## src/rtl/rrl_pkg.sv

```systemverilog
// Shared constants for the restart rate limiter: field widths, operation
// and deny codes, configuration register indexes and reset values.
// No dependencies; every other file of the block imports this package.
`default_nettype none

package rrl_pkg;

    // payload field widths
    localparam int FUNC_W      = 2;
    localparam int UNIT_ID_W   = 4;
    localparam int NOW_W       = 32;
    localparam int REASON_W    = 2;
    localparam int COUNT_W     = 6;

    // configuration port
    localparam int CFG_IDX_W   = 3;
    localparam int CFG_DATA_W  = 16;
    localparam int SEC_W       = 16;
    localparam int ATT_LIM_W   = 8;
    localparam int ATT_FLOOR_W = 6;

    // default sizing
    localparam int NUM_UNITS_DEF = 16;
    localparam int LOG_DEPTH_DEF = 8;
    localparam int TIME_BITS_DEF = 32;

    // operation codes
    localparam logic [FUNC_W-1:0] FUNC_CHECK   = 2'd0;
    localparam logic [FUNC_W-1:0] FUNC_RECORD  = 2'd1;
    localparam logic [FUNC_W-1:0] FUNC_RELEASE = 2'd2;

    // deny reasons
    localparam logic [REASON_W-1:0] REASON_NONE     = 2'd0;
    localparam logic [REASON_W-1:0] REASON_TOO_SOON = 2'd1;
    localparam logic [REASON_W-1:0] REASON_LIMIT    = 2'd2;

    // register indexes
    localparam logic [CFG_IDX_W-1:0] CFG_WINDOW_LENGTH = 3'd0;
    localparam logic [CFG_IDX_W-1:0] CFG_WINDOW_FLOOR  = 3'd1;
    localparam logic [CFG_IDX_W-1:0] CFG_ATTEMPT_LIMIT = 3'd2;
    localparam logic [CFG_IDX_W-1:0] CFG_ATTEMPT_FLOOR = 3'd3;
    localparam logic [CFG_IDX_W-1:0] CFG_MIN_GAP       = 3'd4;
    localparam logic [CFG_IDX_W-1:0] CFG_GAP_FLOOR     = 3'd5;

    // register reset values
    localparam logic [SEC_W-1:0]       RST_WINDOW_LENGTH = 16'd0;
    localparam logic [SEC_W-1:0]       RST_WINDOW_FLOOR  = 16'd10;
    localparam logic [ATT_LIM_W-1:0]   RST_ATTEMPT_LIMIT = 8'd0;
    localparam logic [ATT_FLOOR_W-1:0] RST_ATTEMPT_FLOOR = 6'd5;
    localparam logic [SEC_W-1:0]       RST_MIN_GAP       = 16'd0;
    localparam logic [SEC_W-1:0]       RST_GAP_FLOOR     = 16'd1;

endpackage

`default_nettype wire

```

## src/rtl/rrl_req_if.sv

```systemverilog
// Request channel of the restart rate limiter: valid/ready plus one request word.
// Depends on rrl_pkg for the field widths.
`default_nettype none

interface rrl_req_if import rrl_pkg::*; ();
    logic                 valid;
    logic                 ready;
    logic [FUNC_W-1:0]    func;
    logic [UNIT_ID_W-1:0] unit_id;
    logic [NOW_W-1:0]     now_sec;

    modport source (output valid, func, unit_id, now_sec, input ready);
    modport sink   (input valid, func, unit_id, now_sec, output ready);
endinterface

`default_nettype wire

```

## src/rtl/rrl_rsp_if.sv

```systemverilog
// Response channel of the restart rate limiter: valid/ready plus one result word.
// Depends on rrl_pkg for the field widths.
`default_nettype none

interface rrl_rsp_if import rrl_pkg::*; ();
    logic                valid;
    logic                ready;
    logic                allowed;
    logic [REASON_W-1:0] deny_reason;
    logic [COUNT_W-1:0]  logged_count;

    modport source (output valid, allowed, deny_reason, logged_count, input ready);
    modport sink   (input valid, allowed, deny_reason, logged_count, output ready);
endinterface

`default_nettype wire

```

## src/rtl/restart_rate_limiter_unit.sv

```systemverilog
// Restart rate limiter top level: per-unit sliding-window log of attempt times.
// Depends on rrl_pkg, rrl_req_if and rrl_rsp_if.
//
//  channel   | dir | handshake          | word
//  ----------+-----+--------------------+-----------------------------------
//  i_req     | in  | valid/ready        | func, unit_id, now_sec
//  o_rsp     | out | valid/ready        | allowed, deny_reason, logged_count
//  i_cfg_*   | in  | write enable only  | register index, 16-bit data
//
// One word at a time. A check that passes the gap test and a record into a full
// log scan the log memory, one entry per cycle through the shared
// subtract/compare unit; every other word goes straight to write-back.
// The result sits in an output register, so a new word is taken while it waits;
// the block stalls only at write-back if that register is still full.
// Reset is synchronous and needs no clearing pass: per-unit valid bits stand
// in for the cleared count/last table, and log entries are only read below
// the count.
`default_nettype none

module restart_rate_limiter_unit import rrl_pkg::*; #(
    parameter int NUM_UNITS = NUM_UNITS_DEF,
    parameter int LOG_DEPTH = LOG_DEPTH_DEF,
    parameter int TIME_BITS = TIME_BITS_DEF
) (
    input  wire logic                  i_clk,
    input  wire logic                  i_rst_n,
    rrl_req_if.sink                    i_req,
    rrl_rsp_if.source                  o_rsp,
    input  wire logic                  i_cfg_we,
    input  wire logic [CFG_IDX_W-1:0]  i_cfg_idx,
    input  wire logic [CFG_DATA_W-1:0] i_cfg_data
);

    localparam int UNIT_W = (NUM_UNITS > 1) ? $clog2(NUM_UNITS) : 1;
    localparam int IDX_W  = (LOG_DEPTH > 1) ? $clog2(LOG_DEPTH) : 1;
    localparam int CNT_W  = $clog2(LOG_DEPTH + 1);
    localparam int DEPTH  = NUM_UNITS * LOG_DEPTH;
    localparam int ADDR_W = (DEPTH > 1) ? $clog2(DEPTH) : 1;

    typedef enum logic [1:0] {S_IDLE, S_LOOK, S_SCAN, S_POST} t_state;

    typedef struct packed {
        logic [CNT_W-1:0]     cnt;
        logic [TIME_BITS-1:0] last;
    } t_unit_rec;

    // unit index wraps modulo NUM_UNITS; at most eight subtractions for 4 bits
    function automatic logic [UNIT_W-1:0] wrap_unit(input logic [UNIT_ID_W-1:0] id);
        logic [8:0] u;
        u = 9'(id);
        for (int k = 0; k < 8; k++) begin
            if (u >= 9'(NUM_UNITS)) begin
                u = u - 9'(NUM_UNITS);
            end
        end
        return UNIT_W'(u);
    endfunction

    function automatic logic [ADDR_W-1:0] log_addr(input logic [UNIT_W-1:0] u,
                                                   input logic [CNT_W-1:0]  i);
        return ADDR_W'(ADDR_W'(u) * ADDR_W'(LOG_DEPTH) + ADDR_W'(i[IDX_W-1:0]));
    endfunction

    // configuration
    logic [SEC_W-1:0]       r_win_len, r_win_floor, r_min_gap, r_gap_floor;
    logic [ATT_LIM_W-1:0]   r_att_lim;
    logic [ATT_FLOOR_W-1:0] r_att_floor;

    // sequencer and output registers
    t_state                 r_state, n_state;
    logic [FUNC_W-1:0]      r_func, n_func;
    logic [UNIT_W-1:0]      r_unit, n_unit;
    logic [TIME_BITS-1:0]   r_now, n_now;
    logic [CNT_W-1:0]       r_cnt, n_cnt;
    logic [TIME_BITS-1:0]   r_last, n_last;
    logic [CNT_W-1:0]       r_rd, n_rd;
    logic [CNT_W-1:0]       r_end, n_end;
    logic [CNT_W-1:0]       r_wr, n_wr;
    logic                   r_pend, n_pend;
    logic                   r_deny1, n_deny1;
    logic [NUM_UNITS-1:0]   r_uvalid, n_uvalid;
    logic                   r_ov, n_ov;
    logic                   r_allowed, n_allowed;
    logic [REASON_W-1:0]    r_reason, n_reason;
    logic [COUNT_W-1:0]     r_count, n_count;

    // memories
    logic [TIME_BITS-1:0]   r_log_mem [DEPTH];
    logic [TIME_BITS-1:0]   r_log_q;
    t_unit_rec              r_rec_mem [NUM_UNITS];
    t_unit_rec              r_rec_q;

    logic                   req_acc;
    logic [UNIT_W-1:0]      req_unit;
    logic                   log_we;
    logic [ADDR_W-1:0]      log_wa, log_ra;
    logic [TIME_BITS-1:0]   log_wd;
    logic                   rec_we;
    t_unit_rec              rec_wd;
    t_unit_rec              rec_cur;

    logic [SEC_W-1:0]       win, gap, cmp_th;
    logic [ATT_LIM_W-1:0]   lim8;
    logic [CNT_W-1:0]       lim;
    logic [TIME_BITS-1:0]   cmp_x, cmp_diff;
    logic                   cmp_recent;

    assign req_acc  = i_req.valid && i_req.ready;
    assign req_unit = wrap_unit(i_req.unit_id);
    assign i_req.ready = (r_state == S_IDLE);

    assign o_rsp.valid        = r_ov;
    assign o_rsp.allowed      = r_allowed;
    assign o_rsp.deny_reason  = r_reason;
    assign o_rsp.logged_count = r_count;

    // effective limits
    assign win  = (r_win_len > r_win_floor) ? r_win_len : r_win_floor;
    assign gap  = (r_min_gap > r_gap_floor) ? r_min_gap : r_gap_floor;
    assign lim8 = (r_att_lim > ATT_LIM_W'(r_att_floor)) ? r_att_lim : ATT_LIM_W'(r_att_floor);
    assign lim  = (lim8 > ATT_LIM_W'(LOG_DEPTH)) ? CNT_W'(LOG_DEPTH) : CNT_W'(lim8);

    assign rec_cur = r_uvalid[r_unit] ? r_rec_q : '0;

    // shared unit: is the time x still "recent" relative to now?
    // a time later than now always counts as recent
    assign cmp_x      = (r_state == S_SCAN) ? r_log_q : rec_cur.last;
    assign cmp_th     = (r_state == S_SCAN) ? win : gap;
    assign cmp_diff   = r_now - cmp_x;
    assign cmp_recent = (cmp_x > r_now) || (cmp_diff < TIME_BITS'(cmp_th));

    assign log_ra = log_addr(r_unit, r_rd);

    always_comb begin
        logic [CNT_W-1:0] kept;
        logic [CNT_W-1:0] inc;

        kept      = (r_wr > lim) ? lim : r_wr;
        inc       = CNT_W'(r_wr + 1'b1);

        n_state   = r_state;
        n_func    = r_func;
        n_unit    = r_unit;
        n_now     = r_now;
        n_cnt     = r_cnt;
        n_last    = r_last;
        n_rd      = r_rd;
        n_end     = r_end;
        n_wr      = r_wr;
        n_pend    = r_pend;
        n_deny1   = r_deny1;
        n_uvalid  = r_uvalid;
        n_ov      = r_ov && !o_rsp.ready;
        n_allowed = r_allowed;
        n_reason  = r_reason;
        n_count   = r_count;
        log_we    = 1'b0;
        log_wa    = log_addr(r_unit, r_wr);
        log_wd    = r_log_q;
        rec_we    = 1'b0;
        rec_wd    = '0;

        unique case (r_state)
            S_IDLE: begin
                if (req_acc) begin
                    n_func  = i_req.func;
                    n_unit  = req_unit;
                    n_now   = TIME_BITS'(i_req.now_sec);
                    n_state = S_LOOK;
                end
            end
            S_LOOK: begin
                n_cnt   = rec_cur.cnt;
                n_last  = rec_cur.last;
                n_deny1 = 1'b0;
                n_pend  = 1'b0;
                n_rd    = '0;
                n_wr    = '0;
                n_end   = rec_cur.cnt;
                n_state = S_POST;
                case (r_func)
                    FUNC_CHECK: begin
                        if (rec_cur.last != '0 && cmp_recent) begin
                            n_deny1 = 1'b1;
                        end else begin
                            n_state = S_SCAN;
                        end
                    end
                    FUNC_RECORD: begin
                        if (rec_cur.cnt < lim) begin
                            n_wr = rec_cur.cnt;
                        end else if (lim != '0) begin
                            // full log: shift entries 1..limit-1 down by one
                            n_rd    = CNT_W'(1);
                            n_end   = lim;
                            n_state = S_SCAN;
                        end
                    end
                    default: ;
                endcase
            end
            S_SCAN: begin
                if (r_pend && (r_func != FUNC_CHECK || cmp_recent)) begin
                    log_we = 1'b1;
                    n_wr   = inc;
                end
                if (r_rd < r_end) begin
                    n_rd   = CNT_W'(r_rd + 1'b1);
                    n_pend = 1'b1;
                end else begin
                    n_pend  = 1'b0;
                    n_state = S_POST;
                end
            end
            S_POST: begin
                if (!r_ov || o_rsp.ready) begin
                    n_state   = S_IDLE;
                    n_ov      = 1'b1;
                    n_allowed = 1'b0;
                    n_reason  = REASON_NONE;
                    n_count   = COUNT_W'(r_cnt);
                    case (r_func)
                        FUNC_CHECK: begin
                            if (r_deny1) begin
                                n_reason = REASON_TOO_SOON;
                            end else begin
                                rec_we  = 1'b1;
                                rec_wd  = '{cnt: kept, last: r_last};
                                n_count = COUNT_W'(kept);
                                if (kept >= lim) begin
                                    n_reason = REASON_LIMIT;
                                end else begin
                                    n_allowed = 1'b1;
                                end
                            end
                        end
                        FUNC_RECORD: begin
                            rec_we = 1'b1;
                            if (lim == '0) begin
                                rec_wd = '{cnt: r_cnt, last: r_now};
                            end else begin
                                log_we  = 1'b1;
                                log_wd  = r_now;
                                rec_wd  = '{cnt: inc, last: r_now};
                                n_count = COUNT_W'(inc);
                            end
                        end
                        FUNC_RELEASE: begin
                            n_count = '0;
                        end
                        default: ;
                    endcase
                    if (rec_we) begin
                        n_uvalid[r_unit] = 1'b1;
                    end
                    if (r_func == FUNC_RELEASE) begin
                        n_uvalid[r_unit] = 1'b0;
                    end
                end
            end
            default: n_state = S_IDLE;
        endcase
    end

    always_ff @(posedge i_clk) begin
        if (!i_rst_n) begin
            r_state   <= S_IDLE;
            r_func    <= '0;
            r_unit    <= '0;
            r_now     <= '0;
            r_cnt     <= '0;
            r_last    <= '0;
            r_rd      <= '0;
            r_end     <= '0;
            r_wr      <= '0;
            r_pend    <= 1'b0;
            r_deny1   <= 1'b0;
            r_uvalid  <= '0;
            r_ov      <= 1'b0;
            r_allowed <= 1'b0;
            r_reason  <= REASON_NONE;
            r_count   <= '0;
        end else begin
            r_state   <= n_state;
            r_func    <= n_func;
            r_unit    <= n_unit;
            r_now     <= n_now;
            r_cnt     <= n_cnt;
            r_last    <= n_last;
            r_rd      <= n_rd;
            r_end     <= n_end;
            r_wr      <= n_wr;
            r_pend    <= n_pend;
            r_deny1   <= n_deny1;
            r_uvalid  <= n_uvalid;
            r_ov      <= n_ov;
            r_allowed <= n_allowed;
            r_reason  <= n_reason;
            r_count   <= n_count;
        end
    end

    always_ff @(posedge i_clk) begin
        if (!i_rst_n) begin
            r_win_len   <= RST_WINDOW_LENGTH;
            r_win_floor <= RST_WINDOW_FLOOR;
            r_att_lim   <= RST_ATTEMPT_LIMIT;
            r_att_floor <= RST_ATTEMPT_FLOOR;
            r_min_gap   <= RST_MIN_GAP;
            r_gap_floor <= RST_GAP_FLOOR;
        end else if (i_cfg_we) begin
            unique case (i_cfg_idx)
                CFG_WINDOW_LENGTH: r_win_len   <= i_cfg_data;
                CFG_WINDOW_FLOOR:  r_win_floor <= i_cfg_data;
                CFG_ATTEMPT_LIMIT: r_att_lim   <= i_cfg_data[ATT_LIM_W-1:0];
                CFG_ATTEMPT_FLOOR: r_att_floor <= i_cfg_data[ATT_FLOOR_W-1:0];
                CFG_MIN_GAP:       r_min_gap   <= i_cfg_data;
                CFG_GAP_FLOOR:     r_gap_floor <= i_cfg_data;
                default: ;
            endcase
        end
    end

    // attempt time log, one row of LOG_DEPTH entries per unit
    always_ff @(posedge i_clk) begin
        if (log_we) begin
            r_log_mem[log_wa] <= log_wd;
        end
        r_log_q <= r_log_mem[log_ra];
    end

    // per-unit count and last attempt time
    always_ff @(posedge i_clk) begin
        if (rec_we) begin
            r_rec_mem[r_unit] <= rec_wd;
        end
        if (req_acc) begin
            r_rec_q <= r_rec_mem[req_unit];
        end
    end

endmodule

`default_nettype wire

```

## src/flat_wrapper.sv

```systemverilog
// flat-port wrapper written by rule: the top's interface ports become plain ports
module restart_rate_limiter_unit_flat import rrl_pkg::*;
#(
    parameter int NUM_UNITS = NUM_UNITS_DEF,
    parameter int LOG_DEPTH = LOG_DEPTH_DEF,
    parameter int TIME_BITS = TIME_BITS_DEF
)
  (i_clk, i_rst_n, i_cfg_we, i_cfg_idx, i_cfg_data, i_req_valid, i_req_func, i_req_unit_id, i_req_now_sec, i_req_ready, o_rsp_valid, o_rsp_allowed, o_rsp_deny_reason, o_rsp_logged_count, o_rsp_ready);
  rrl_req_if i_req_i ();
  rrl_rsp_if o_rsp_i ();
  input  wire logic i_clk;
  input  wire logic i_rst_n;
  input  wire logic i_cfg_we;
  input  wire logic [CFG_IDX_W-1:0] i_cfg_idx;
  input  wire logic [CFG_DATA_W-1:0] i_cfg_data;
  input wire logic [$bits(i_req_i.valid)-1:0] i_req_valid;
  input wire logic [$bits(i_req_i.func)-1:0] i_req_func;
  input wire logic [$bits(i_req_i.unit_id)-1:0] i_req_unit_id;
  input wire logic [$bits(i_req_i.now_sec)-1:0] i_req_now_sec;
  output wire logic [$bits(i_req_i.ready)-1:0] i_req_ready;
  output wire logic [$bits(o_rsp_i.valid)-1:0] o_rsp_valid;
  output wire logic [$bits(o_rsp_i.allowed)-1:0] o_rsp_allowed;
  output wire logic [$bits(o_rsp_i.deny_reason)-1:0] o_rsp_deny_reason;
  output wire logic [$bits(o_rsp_i.logged_count)-1:0] o_rsp_logged_count;
  input wire logic [$bits(o_rsp_i.ready)-1:0] o_rsp_ready;
  assign i_req_i.valid = i_req_valid;
  assign i_req_i.func = i_req_func;
  assign i_req_i.unit_id = i_req_unit_id;
  assign i_req_i.now_sec = i_req_now_sec;
  assign i_req_ready = i_req_i.ready;
  assign o_rsp_valid = o_rsp_i.valid;
  assign o_rsp_allowed = o_rsp_i.allowed;
  assign o_rsp_deny_reason = o_rsp_i.deny_reason;
  assign o_rsp_logged_count = o_rsp_i.logged_count;
  assign o_rsp_i.ready = o_rsp_ready;
  restart_rate_limiter_unit #(.NUM_UNITS(NUM_UNITS), .LOG_DEPTH(LOG_DEPTH), .TIME_BITS(TIME_BITS)) u_core (.i_clk(i_clk), .i_rst_n(i_rst_n), .i_req(i_req_i), .o_rsp(o_rsp_i), .i_cfg_we(i_cfg_we), .i_cfg_idx(i_cfg_idx), .i_cfg_data(i_cfg_data));
endmodule
```

## config.mk

```make
export PLATFORM = sky130hd
export DESIGN_NAME = restart_rate_limiter_unit_flat
export DESIGN_NICKNAME = d
export VERILOG_FILES = /design/src/rtl/rrl_pkg.sv /design/src/rtl/rrl_req_if.sv /design/src/rtl/rrl_rsp_if.sv /design/src/rtl/restart_rate_limiter_unit.sv /design/src/flat_wrapper.sv
export SDC_FILE = /design/constraint.sdc
export NUM_CORES = 2
export LEC_CHECK = 0
export BUFFER_PORTS_ARGS = -buffer_cell sky130_fd_sc_hd__buf_4
export CORE_ASPECT_RATIO = 1.75
export CORE_UTILIZATION = 40
export DETAILED_ROUTE_END_ITERATION = 10
export GPL_TIMING_DRIVEN = 0
export PLACE_DENSITY = 0.65
export REMOVE_ABC_BUFFERS = 1
export SYNTH_ARGS = -nofsm -noshare
export SYNTH_HDL_FRONTEND = slang
export SYNTH_MEMORY_MAX_BITS = 65536
export SYNTH_SLANG_ARGS = --single-unit
```

## constraint.sdc

```tcl
create_clock -name i_clk -period 13.3 [get_ports i_clk]
set_input_delay 2.66 -clock i_clk [delete_from_list [all_inputs] [get_ports i_clk]]
set_output_delay 2.66 -clock i_clk [all_outputs]
set_load 0.05 [all_outputs]
```

==> impl_metrics.ini <==
[drt]
dr.pass1.iters = 5
vias = 94730
avgRoutedWirePerCell_um = 32.03
detail_route.drc_violations = 0
antenna_violating_nets_post_route = 0
wl_mm = 515.2
number_of_drc_markers_in_iteration_0 = 9786
per_cell_via_count_in_the_routed_design = 5.889

[placement]
gp_routability_congestion = 0.8658
dpl.hpwl_mm = 316.5
detailedPlace.worstSlack_ps = 2091
dpl_cell_area_sq_um = 207500
port_buffers = 70

[clock_tree]
clock_tree_from_tritoncts = yes
postCtsSetupBuffers = 0
ctsHtreeMaxLevel = 5
cts-root-to-sink-buffers = 4
total_cts_buffers = 402
cts.repair.resized = 0
cts_num_sinks = 4932
path_clk_slew_ps = 70
clock_tree.root_cell = sky130_fd_sc_hd__clkbuf_16
holdBufCountCts = 0
clkLatencyLatePin_ps = 980

[synthesis]
asyncSetResetFlopFracSynth_pct = 0
postSynthCellCount = 9219
synth_enable_flop_cells = 4708
ys_dominant_reg_cell = sky130_fd_sc_hd__edfxtp_1
yosys.area_share.adder_pct = 0.6924
post_synth_xor_area_fraction_pct = 0.1182
ys_seq_elements = 4932
yosysUniqueCellTypes = 79
portion_of_netlist_area_occupied_by_mux_cells_pct = 17.26
synth_sequential_area_ratio_pct = 75.72
synth_compound_gate_area_share_pct = 2.890
synth_top_family_by_area = multiplexers
synth_simple_gate_area_share_pct = 2.132
synthesized_area_divided_by_synthesized_cell_count_sq_um = 20.90
yosys_warnings = 0
synthesis.area_sq_um = 192600

[critical_path]
critPathCaptureType = flop
timing.critical_path.from_type = flop
critical_path_class = flop to flop
timing.critical_path.buf_inv = 2
timing.critical_path.fanout_max = 70
crit_chain = mux4_2, mux4_4, and3_1, a21oi_1, ha_1, a21o_1, a221o_1, a211o_1, a21oi_1, xnor2_1, ha_1, a21oi_1, nand2_1, a2111oi_0, o221ai_1, a311oi_1, nand4_1, nor4_1, a211o_2, nand4_4, buf_12, nor2_4, buf_16
timing.critical_path.max_delay_family = compound AO/OA/AOI/OAI gates
timing.critical_path.required_ps = 13950
critical-path-max-stage-delay_ps = 1040
crit_path_top_delay_cell = sky130_fd_sc_hd__nor4_1
critical-path-top-cell-by-count = sky130_fd_sc_hd__a21oi_1
timing.critical_path.arrival_ps = 11840

[run_status]
violations = max-capacitance violations, max-slew violations
run_status = finished, violations left

[timing]
fin_ws_ps = 2114
final-hold-violation-count = 0
finalClockSkew_ps = 101.7
final.min_clock_period_ps = 11190
rsz0062_at_grt = false
final.period_utilization_pct = 84.11
maxSlewHeadroom_pct = -2.601
setup-violations-final = 0
maxSlewViolCount = 3
slew_at_the_pin_closest_to_its_max_slew_limit_ps = 1520
achievable-frequency_mhz = 89.39

[pwr]
finalPower_mw = 37.25
power.density_nw_per_um2 = 168.6
vdd_drop_max_uv = 200.5
leakagePower_nw = 66.80

[finish]
layout.filler_cells = 38800
seq_area_sq_um = 145900
drive_gt1_share_pct = 25.08
final_common_cell = sky130_fd_sc_hd__edfxtp_1
mostFrequentLayoutCells = 4708 x sky130_fd_sc_hd__edfxtp_1, 1208 x sky130_fd_sc_hd__mux4_2, 547 x sky130_fd_sc_hd__mux2i_1
area.growth.synth_to_final_pct = 14.70
multi_input_area_sq_um = 46150
finalInstanceArea_sq_um = 221000
finalNetCount = 9641

[global_routing]
track_usage_pct = 20.96
grt_max_degree = 139
first_global_vias = 98050
grt_pass1_wl_mm = 725.6
gr-total-overflow = 0
grt_antenna_before_repair = 20

[floorplan]
die_outline_area_sq_um = 484500
coreArea_sq_um = 478800
i_o_pin_count = 73
num_rows = 336
horizontal_extent_of_the_die_um = 526.6
dieHeight_um = 920.0
initial_core_util_pct = 40.23

[min_path]
hold_path_class = flop to flop

[run]
drv.max_cap_violation_count = 2
## worst paths after layout
check / from / to / slack, ps / depth (start not counted)
worst max-delay path: u_core.r_unit[0] / u_core.r_log_mem[44][15] / 2110 / 23
worst min-delay path: u_core.r_att_floor[4] / u_core.r_att_floor[4] / 470 / 2
worst max register to register: u_core.r_unit[0] / u_core.r_log_mem[44][15] / 2110 / 23
worst min register to register: u_core.r_att_floor[4] / u_core.r_att_floor[4] / 470 / 2
## sequential cells by signal, summed over array words and instances (netlist names), 8 cells and up, named ones only
register,flops
u_core.r_last,32
u_core.r_log_q,32
u_core.r_att_lim,8
u_core.r_now,32
u_core.r_log_mem,4096
u_core.r_rec_q,36
u_core.r_win_floor,16
u_core.r_min_gap,16
u_core.r_rec_mem,576
u_core.r_gap_floor,16
u_core.r_win_len,16
u_core.r_uvalid,15
## kinds of logic (layout without fill, tap and decap cells)
kind of cell | Yosys count | in the layout
buffers and inverters | 593 | 1180
multiplexers | 1804 | 1804
XOR/XNOR | 26 | 26
adder cells (fa/ha/maj) | 106 | 106
flip-flops | 4932 | 4932
AO/OA/AOI/OAI | 824 | 824
other | 1 | 28
AND/OR/NAND/NOR | 933 | 933
## cell type report
| cell class | count | share of cell area, % |
|---|---|---|
| Clock inverter | 262 | 1.297 |
| Sequential cell | 4932 | 66.02 |
| Timing Repair Buffer | 380 | 3.351 |
| Clock buffer | 476 | 4.767 |
| Inverter | 62 | 0.1065 |
| Tap cell | 6253 | 3.541 |
| Antenna cell | 26 | 0.02945 |
| Multi-Input combinational cell | 3695 | 20.89 |
## cell usage after synthesis (all sizes together), types with 3 or more instances
library cell | number | area, sq um
o311ai | 33 | 289.0
xnor2 | 16 | 140.1
a31oi | 3 | 33.78
dfxtp | 224 | 4484
mux2 | 48 | 540.5
a211oi | 12 | 90.09
o21bai | 3 | 22.52
a21o | 23 | 172.7
ha | 105 | 1314
and3 | 40 | 250.2
xor2 | 10 | 87.58
a22oi | 36 | 270.3
o31ai | 35 | 262.8
o21a | 12 | 90.09
o2111ai | 3 | 26.28
nor2b | 25 | 156.4
nand2b | 19 | 118.9
a21oi | 116 | 584.3
mux4 | 1209 | 27230
edfxtp | 4708 | 141400
nand2 | 409 | 1535
a211o | 3 | 27.53
buf | 195 | 798.2
o211ai | 9 | 67.56
nor3 | 11 | 55.05
clkbuf | 336 | 1261
and2 | 12 | 75.08
a221oi | 4 | 35.03
nor2 | 303 | 1137
o21ai | 79 | 395.4
nand3b | 3 | 22.52
or2 | 6 | 37.54
nand3 | 57 | 285.3
o221a | 15 | 168.9
mux2i | 547 | 5475
and4 | 3 | 26.28
inv | 62 | 232.7
or3 | 6 | 37.54
nand4 | 24 | 270.3
nor4 | 11 | 68.82
o22ai | 260 | 1633
a21boi | 149 | 1119
## layer usage
layer	track usage, %	share of wire (%)	up-vias
met5	0	0	-
met4	13.80	7.5	0
met3	2.377	5.9	998
met2	36.48	52	4002
met1	24.51	35	50950
li1	-	-	38770
## per-stage QoR
| stage | util, % | std cells | setup TNS, ps | hold WS [ps] |
|---|---|---|---|---|
| 2_1_floorplan | - | 8689 | -1205640 | 443.4 |
| 3_3_place_gp | 41.54 | 15010 | - | 461.6 |
| 3_5_place_dp | 43.33 | 15320 | 0 | 465.6 |
| 4_1_cts | 46.13 | 16060 | 0 | 478.6 |
| 5_1_grt | 46.14 | 16080 | 0 | 492.4 |
| 6_report | 46.14 | 16090 | 0 | 471.7 |
## worst min-delay path, delay by kind of cell, from the launching register on
kind / cells / cell delay (ps)
flops: 1 / 310
compound gates: 1 / 60
simple gates: 1 / 50
## report_power, final
part	internal [mW]	switching, mW	leakage [nW]	total [mW]
Clock	6.74	5.56	6.55	12.3
Sequential	18.8	0.184	45.5	19.0
Combinational	1.64	4.30	14.8	5.94
Note: power is estimated with default switching activity, not from simulation.
